### config.mk
export PLATFORM = sky130hd
export DESIGN_NAME = event_flag_task_scheduler
export DESIGN_NICKNAME = d
export VERILOG_FILES = /design/src/hdl/efts_pkg.sv /design/src/hdl/efts_cell.sv /design/src/hdl/event_flag_task_scheduler.sv
export SDC_FILE = /design/constraint.sdc
export NUM_CORES = 2
export LEC_CHECK = 0
export ABC_AREA = 1
export BUFFER_PORTS_ARGS = -buffer_cell sky130_fd_sc_hd__clkbuf_2
export CAP_MARGIN = 10
export CORE_UTILIZATION = 27
export CTS_CLUSTER_SIZE = 14
export DETAILED_ROUTE_END_ITERATION = 6
export GPL_TIMING_DRIVEN = 0
export HOLD_SLACK_MARGIN = 0.12
export PLACE_DENSITY_LB_ADDON = 0.08
export SETUP_SLACK_MARGIN = 0.02
export SYNTH_ARGS = -nofsm -noshare
export SYNTH_HDL_FRONTEND = slang
export SYNTH_HIERARCHICAL = 1
export SYNTH_SLANG_ARGS = --single-unit
### constraint.sdc
create_clock -name clk -period 12.09 [get_ports clk]
set_clock_uncertainty 0.2 [all_clocks]
set_input_delay 1.209 -clock clk [delete_from_list [all_inputs] [get_ports clk]]
set_output_delay 1.209 -clock clk [all_outputs]
set_load 0.02 [all_outputs]
### src/hdl/efts_pkg.sv
// Shared types and constants for the event-flag task scheduler.
// Depends on nothing; every other file of the block imports it.
package efts_pkg;

  localparam int DEF_MAX_TASKS = 16;

  localparam logic [1:0] OP_ADD   = 2'd0;
  localparam logic [1:0] OP_SET   = 2'd1;
  localparam logic [1:0] OP_CLR   = 2'd2;
  localparam logic [1:0] OP_QUERY = 2'd3;

  localparam logic [1:0] ST_OK       = 2'd0;
  localparam logic [1:0] ST_NOTFOUND = 2'd1;
  localparam logic [1:0] ST_FULL     = 2'd2;

  typedef enum logic [1:0] {
    S_IDLE,
    S_EXEC,
    S_COMMIT
  } efts_state_t;

  typedef struct packed {
    logic [1:0]  op;
    logic [7:0]  target_id;
    logic [15:0] event_bits;
    logic [7:0]  task_priority;
  } efts_in_t;

  typedef struct packed {
    logic [1:0]  status;
    logic [7:0]  assigned_id;
    logic        ready_found;
    logic [7:0]  ready_id;
    logic [15:0] ready_events;
  } efts_out_t;

  // Broadcast from the controller to every cell.
  typedef struct packed {
    logic        exec;
    logic        commit;
    logic        add_ok;
    logic [1:0]  op;
    logic [7:0]  target;
    logic [15:0] bits;
    logic [7:0]  prio;
    logic [7:0]  new_id;
  } efts_cmd_t;

  // Handed from cell i to cell i+1.
  typedef struct packed {
    logic        ins_seen;
    logic        hit_seen;
    logic        rdy_seen;
    logic [7:0]  sel_id;
    logic [15:0] sel_ev;
    logic        valid;
    logic [7:0]  ident;
    logic [7:0]  rank;
    logic [15:0] events;
  } efts_link_t;

endpackage

### src/hdl/efts_cell.sv
// One table slot of the scheduler: holds a task and resolves its part of
// each command against the prefix flags handed in by its neighbor. Uses efts_pkg.
module efts_cell (
  input  logic              clk,
  input  logic              rst_n,
  input  efts_pkg::efts_cmd_t  cmd,
  input  efts_pkg::efts_link_t link_in,
  output efts_pkg::efts_link_t link_out
);
  import efts_pkg::*;

  logic        valid_r;
  logic [7:0]  ident_r;
  logic [7:0]  rank_r;
  logic [15:0] events_r;
  logic        ins_r;
  logic        hit_r;
  logic        rdy_r;
  logic        add_go;
  logic        upd_go;

  assign add_go = cmd.commit && cmd.op == OP_ADD && cmd.add_ok;
  assign upd_go = cmd.commit && (cmd.op == OP_SET || cmd.op == OP_CLR) &&
                  hit_r && !link_in.hit_seen;

  always_ff @(posedge clk) begin
    if (!rst_n) begin
      valid_r <= 1'b0;
    end else if (add_go) begin
      if (link_in.ins_seen) begin
        valid_r <= link_in.valid;
      end else if (ins_r) begin
        valid_r <= 1'b1;
      end
    end
  end

  always_ff @(posedge clk) begin
    if (cmd.exec) begin
      ins_r <= !valid_r || (cmd.prio > rank_r);
      hit_r <= valid_r && (ident_r == cmd.target);
      rdy_r <= valid_r && (events_r != 16'd0);
    end
    if (add_go) begin
      if (link_in.ins_seen) begin
        ident_r  <= link_in.ident;
        rank_r   <= link_in.rank;
        events_r <= link_in.events;
      end else if (ins_r) begin
        ident_r  <= cmd.new_id;
        rank_r   <= cmd.prio;
        events_r <= 16'd0;
      end
    end else if (upd_go) begin
      if (cmd.op == OP_SET) begin
        events_r <= events_r | cmd.bits;
      end else begin
        events_r <= events_r & ~cmd.bits;
      end
    end
  end

  always_comb begin
    link_out.ins_seen = link_in.ins_seen | ins_r;
    link_out.hit_seen = link_in.hit_seen | hit_r;
    link_out.rdy_seen = link_in.rdy_seen | rdy_r;
    if (link_in.rdy_seen) begin
      link_out.sel_id = link_in.sel_id;
      link_out.sel_ev = link_in.sel_ev;
    end else if (rdy_r) begin
      link_out.sel_id = ident_r;
      link_out.sel_ev = events_r;
    end else begin
      link_out.sel_id = 8'd0;
      link_out.sel_ev = 16'd0;
    end
    link_out.valid  = valid_r;
    link_out.ident  = ident_r;
    link_out.rank   = rank_r;
    link_out.events = events_r;
  end

endmodule

### src/hdl/event_flag_task_scheduler.sv
// Top level of the event-flag task scheduler: controller, output register and
// the row of efts_cell slots. Uses efts_pkg and efts_cell.
//
// The task table is a row of MAX_TASKS cells kept in service order, cell 0
// served first. In the exec state of each beat every cell compares
// its own task against the request (insert point, identifier match, pending
// events) and registers the flags; at commit the flags ripple down the row
// as running prefixes, which picks the insert point, the first matching task
// and the first ready task, and every cell updates at once (an add shifts the
// tail of the row one cell onward). A new beat is taken in the cycle the
// previous one commits, and a commit waits until the output slot is free.
// The result sits in an output register, so the next request is accepted
// while a result still waits. The ripple through the row sets the critical
// path, which grows with MAX_TASKS. A write of first_task_id is always taken;
// it reloads the identifier counter only while no task has been added since
// reset.
module event_flag_task_scheduler #(
  parameter int MAX_TASKS = efts_pkg::DEF_MAX_TASKS
) (
  input  logic               clk,
  input  logic               rst_n,
  input  logic               in_valid,
  output logic               in_stall,
  input  efts_pkg::efts_in_t  in_data,
  output logic               out_valid,
  input  logic               out_stall,
  output efts_pkg::efts_out_t out_data,
  input  logic               cfg_valid,
  output logic               cfg_ready,
  input  logic [7:0]         cfg_data
);
  import efts_pkg::*;

  efts_state_t state_r, state_nxt;
  efts_in_t    req_r;
  logic [7:0]  next_id_r;
  logic        out_valid_r;
  efts_out_t   out_data_r;
  efts_out_t   res;
  efts_cmd_t   cmd;
  efts_link_t  link [MAX_TASKS+1];
  logic [MAX_TASKS-1:0] vld;
  logic        full;
  logic        empty;
  logic        fire;
  logic        take;
  logic        do_exec;
  logic        do_commit;

  // Output slot is free when empty or being drained this cycle.
  assign fire = !out_valid_r || !out_stall;
  assign full  = vld[MAX_TASKS-1];
  assign empty = !vld[0];

  assign cfg_ready = 1'b1;
  assign out_valid = out_valid_r;
  assign out_data  = out_data_r;

  always_ff @(posedge clk) begin
    if (!rst_n) begin
      state_r <= S_IDLE;
    end else begin
      state_r <= state_nxt;
    end
  end

  // Next state and strobes; accept in idle or in the committing cycle.
  always_comb begin
    state_nxt = state_r;
    in_stall  = 1'b1;
    do_exec   = 1'b0;
    do_commit = 1'b0;
    unique case (state_r)
      S_IDLE: begin
        in_stall = 1'b0;
        if (in_valid) begin
          state_nxt = S_EXEC;
        end
      end
      S_EXEC: begin
        do_exec   = 1'b1;
        state_nxt = S_COMMIT;
      end
      S_COMMIT: begin
        if (fire) begin
          do_commit = 1'b1;
          in_stall  = 1'b0;
          state_nxt = in_valid ? S_EXEC : S_IDLE;
        end
      end
      default: state_nxt = S_IDLE;
    endcase
  end

  assign take = in_valid && !in_stall;

  // Hold the request through the exec and commit states.
  always_ff @(posedge clk) begin
    if (take) begin
      req_r <= in_data;
    end
  end

  always_comb begin
    cmd.exec   = do_exec;
    cmd.commit = do_commit;
    cmd.add_ok = !full;
    cmd.op     = req_r.op;
    cmd.target = req_r.target_id;
    cmd.bits   = req_r.event_bits;
    cmd.prio   = req_r.task_priority;
    cmd.new_id = next_id_r;
  end

  assign link[0] = '0;

  genvar gi;
  generate
    for (gi = 0; gi < MAX_TASKS; gi++) begin : g_cell
      efts_cell u_cell (
        .clk      (clk),
        .rst_n    (rst_n),
        .cmd      (cmd),
        .link_in  (link[gi]),
        .link_out (link[gi+1])
      );
      assign vld[gi] = link[gi+1].valid;
    end
  endgenerate

  // Identifier counter: advance on a successful add, reload from the
  // register port while the table is empty.
  always_ff @(posedge clk) begin
    if (!rst_n) begin
      next_id_r <= 8'd0;
    end else if (do_commit && req_r.op == OP_ADD && !full) begin
      next_id_r <= next_id_r + 8'd1;
    end else if (cfg_valid && cfg_ready && empty) begin
      next_id_r <= cfg_data;
    end
  end

  // Build the result from the end of the row.
  always_comb begin
    res = '0;
    unique case (req_r.op)
      OP_ADD: begin
        if (full) begin
          res.status = ST_FULL;
        end else begin
          res.assigned_id = next_id_r;
        end
      end
      OP_SET, OP_CLR: begin
        res.status = link[MAX_TASKS].hit_seen ? ST_OK : ST_NOTFOUND;
      end
      OP_QUERY: begin
        res.ready_found  = link[MAX_TASKS].rdy_seen;
        res.ready_id     = link[MAX_TASKS].sel_id;
        res.ready_events = link[MAX_TASKS].sel_ev;
      end
      default: res = '0;
    endcase
  end

  always_ff @(posedge clk) begin
    if (!rst_n) begin
      out_valid_r <= 1'b0;
    end else if (do_commit) begin
      out_valid_r <= 1'b1;
    end else if (!out_stall) begin
      out_valid_r <= 1'b0;
    end
  end

  always_ff @(posedge clk) begin
    if (do_commit) begin
      out_data_r <= res;
    end
  end

  // Occupied cells always form an unbroken run from cell 0.
  a_contig: assert property (@(posedge clk) disable iff (!rst_n)
    ((vld >> 1) & ~vld) == '0)
    else $error("task table has a gap");

  // A successful add grows the table by exactly one task.
  a_grow: assert property (@(posedge clk) disable iff (!rst_n)
    (do_commit && req_r.op == OP_ADD && !full) |=>
      $countones(vld) == $past($countones(vld)) + 1)
    else $error("add did not grow the table by one");

  // An add on a full table reports full and leaves the counter alone.
  a_full: assert property (@(posedge clk) disable iff (!rst_n)
    (do_commit && req_r.op == OP_ADD && full) |=>
      (out_data_r.status == ST_FULL) && $stable(next_id_r))
    else $error("full add mishandled");

  // Set, clear and query never change the population.
  a_keep: assert property (@(posedge clk) disable iff (!rst_n)
    (do_commit && req_r.op != OP_ADD) |=> $stable(vld))
    else $error("non-add command changed the table population");

endmodule
==> Yosys cells after proc, flatten, opt, wreduce, memory -nomap -nowiden <==
Cells that the tools add are included.
{ "totals": {"reg_bits": 656, "in_bits": 47, "out_inout_bits": 38, "word_cells": 679} }
{ "op_classes": {"n_addsub": 1, "n_lt_le_gt_ge": 16, "n_eq_ne": 40, "muxes": 215, "bitwise": 78, "reduce_logical": 205} }
{ "op_table": {"columns": ["operator", "count"], "rows": [
  ["16-bit 2-to-1 mux", 79],
  ["24-bit 2-to-1 mux", 30],
  ["8-bit 2-to-1 mux", 62],
  ["16-bit bitwise AND", 16],
  ["16-bit bitwise OR", 16],
  ["16-bit nonzero test", 16],
  ["8-bit equality test", 16],
  ["8-bit > comparator", 16],
  ["1-bit logical AND", 68],
  ["2-bit AND reduction", 33],
  ["2-bit nonzero test", 32],
  ["3-bit by 1-bit != test with 1-bit output (second input constant)", 15],
  ["1-bit bitwise OR", 44],
  ["1-bit 2-to-1 mux", 38],
  ["1-bit zero test", 34],
  ["1-bit logical OR", 18],
  ["16-bit NOT", 1],
  ["8-bit by 1-bit adder with 8-bit output (second input constant)", 1],
  ["2-bit equality test (second input constant)", 3],
  ["2-bit 2-to-1 mux", 3],
  ["2-bit one-hot mux with 3 select lines", 1],
  ["2-bit by 1-bit equality test with 1-bit output (second input constant)", 2],
  ["2-bit zero test", 2],
  ["2-bit by 1-bit != test with 1-bit output (second input constant)", 2],
  ["5 further kinds", 7]
]} }

==> Depth between registers and ports, before layout <==
{ "depth": {"ltp_word": 18, "mapped_depth": 51, "depth_no_buf": 35} }

==> Cells and area by module <==
Netlist, hierarchy kept.
{ "modules_own_cells": {"columns": ["mod", "n_inst", "cells_each", "area_per_inst_um2", "seq_area_each_um2"], "rows": [
  ["efts_cell at g_cell[13].u_cell ...", 12, 371, 2626.3, 1071.0],
  ["efts_cell at g_cell[0].u_cell ...", 4, 373, 2638.8, 1071.0],
  ["event_flag_task_scheduler", 1, 254, 3067.9, 2292.2]
]} }

==> Worst setup path before layout <==
No wires, ideal clock.
{ "synth_path": {"kind": "reg-to-reg", "start": "reg g_cell[0].u_cell.rdy_r", "end": "reg out_data_r (netlist bit out_data[13]), data pin", "setup_ns": 0.129, "arrival_time_ns": 7.294, "t_required_ns": 11.761, "setup_slack_ns": 4.468, "path_stages_with_launch": 38, "path_buffers": 17, "synth_period_minus_slack_ns": 7.622, "path_cell_list": "edfxtp_1 buf_2 or2_2 buf_4 or2_2 buf_4 or2_2 buf_4 or2_2 buf_4 or2_2 buf_4 or2_2 buf_4 or2_2 buf_4 or2_2 buf_4 (+2 left out) or2_2 buf_6 or2_2 buf_6 or2_2 buf_6 or2_2 buf_4 or2_2 buf_4 or2_2 buf_4 clkinv_2 nand2_2 buf_2 o21ai_0 nand2_1 inv_1"} }
{ "synth_rtl": {"columns": ["item", "line", "rtl"], "rows": [
  ["from (decl)", "efts_cell.sv:18", "logic rdy_r;"],
  ["from (signal assigned)", "efts_cell.sv:42", "rdy_r <= valid_r && (events_r != 16'd0);"],
  ["to (signal assigned)", "event_flag_task_scheduler.sv:178", "out_data_r <= res;"],
  ["to (decl)", "event_flag_task_scheduler.sv:38", "efts_out_t out_data_r;"]
]} }

==> impl_metrics.json <==
{
  "cp-end-kind": "flop",
  "vias": 39042,
  "final_cell_mix": "nand2_1, inv_1, edfxtp_1",
  "grt_overflow_total": 0,
  "grt_pass1_wl_mm": 247,
  "grt_pass1_vias": 37957,
  "cts_resized": 0,
  "drv_cap": 0,
  "p_leak_uw": 0.0261,
  "critPathRequiredTime_ps": 12490,
  "grtUsageTotal": 0.196,
  "drt-vias-per-instance": 4.46,
  "cts.sinks": 656,
  "port_buffers": 83,
  "dp.final_hpwl_mm": 134,
  "ioPinCount": 85,
  "root_buffer": "clkbuf_16",
  "syn2layout_area_growth_pct": 17.9,
  "critical_path.max_fanout": 10,
  "rsz0062_at_grt": "false",
  "drt_iter0_markers": 2495,
  "drive_gt1_frac": 0.125,
  "ant_nets": 0,
  "n_antenna_cell": 0,
  "cpPeakStageDelay_ps": 350,
  "irDropWorstVdd_mv": 0.106,
  "worst_pin_slew_ps": 1120,
  "crit_top_cell": "or2_2",
  "yosysWarnings": 6,
  "dp.cells": 8597,
  "grt_max_degree": 44,
  "gp_congestion": 0.799,
  "nNetsFinal": 6708,
  "rows": 149,
  "layout_commonest_cell": "nand2_1",
  "core_um2": 166000,
  "cp_slowest_cell": "edfxtp_1",
  "finalCritPeriodShare": 0.690,
  "critPathKind": "flop to flop",
  "setup_tns_ps": 0,
  "die-area_um2": 169000,
  "max_slew_margin": 0.256,
  "hold_buffers": 0,
  "cp_data_arrival_time_ps": 8740,
  "max_clock_freq_mhz": 120,
  "initial_core_util": 0.273,
  "post-route-min-period_ps": 8340,
  "clk_pin_slew_ps": 60,
  "antenna_found_initial": 2,
  "cts_buffers": 88,
  "syn_inst": 6197,
  "syn_area_per_cell_um2": 7.28,
  "outcome": "complete, no violations",
  "wl_per_cell_um": 19.1,
  "drc": 0,
  "layoutNonFillerInstCount": 8759,
  "insertion_delay_ps": 720,
  "hold_class": "flop to flop",
  "fillers": 17835,
  "post_cts_buffers": 0,
  "power.density_nw_per_um2": 111,
  "syn-cell-area_um2": 45100,
  "cts_tree": "done",
  "clockBufferDepth": 3,
  "routed_wl_mm": 167,
  "h-tree-depth": 3,
  "firstDrtPassIters": 5,
  "hold_viol": 0,
  "dieHeight_um": 411,
  "die_w_um": 411,
  "slew_viol_final": 0,
  "setup_viol": 0,
  "start_kind": "flop"
}
worst max-delay path: cells and delay by family, from the launching register on:
family	cells	cell delay, ps
AND/OR/NAND/NOR	17	4350
buffers and inverters	19	3040
flip-flops	1	350
AO/OA/AOI/OAI	1	240
metrics by stage:
step	setup slack, ps	util	instance area, um^2	power, uW	hold WS, ps
6_report	3750	0.321	53200	5890	339
2_1_floorplan	4470	-	45400	2950	269
3_5_place_dp	3690	0.304	50400	3280	336
3_3_place_gp	3690	0.293	48500	3220	333
5_1_grt	3400	0.321	53200	6130	362
4_1_cts	3680	0.321	53200	6000	345
where the power goes:
| group | switching, uW | internal, uW |
|---|---|---|
| clock network | 1140 | 1530 |
| logic | 422 | 229 |
| registers | 64.1 | 2510 |
layout make-up:
cell class / instances / area, um^2 / share of cell area
inverters: 1197 / 4510 / 0.0848
plain buffers: 298 / 1730 / 0.0325
clock inverters: 57 / 578 / 0.0109
repair buffers: 151 / 2230 / 0.0418
flip-flops and latches: 656 / 19400 / 0.365
multi-input cells: 4106 / 19700 / 0.370
clock buffers: 105 / 2290 / 0.0430
well taps: 2189 / 2740 / 0.0515
final timing paths:
path                        endpoint  cells after the start  slack [ps]                      start
min          g_cell[10].u_cell/ins_r                      1         340  g_cell[10].u_cell/valid_r
max reg2reg             out_data[19]                     37        3750     g_cell[0].u_cell/rdy_r
min reg2reg  g_cell[10].u_cell/ins_r                      1         340  g_cell[10].u_cell/valid_r
max                     out_data[19]                     37        3750     g_cell[0].u_cell/rdy_r
per-layer routing:
| layer | global-route usage | part of all wire | up-vias |
|---|---|---|---|
| met2 | 0.361 | 0.52 | 539 |
| li1 | - | - | 19986 |
| met1 | 0.245 | 0.44 | 18368 |
| met5 | 0 | 0 | - |
| met3 | 0.0184 | 0.029 | 149 |
| met4 | 0.0424 | 0.016 | 0 |
Note: power is estimated with default switching activity, not from simulation.
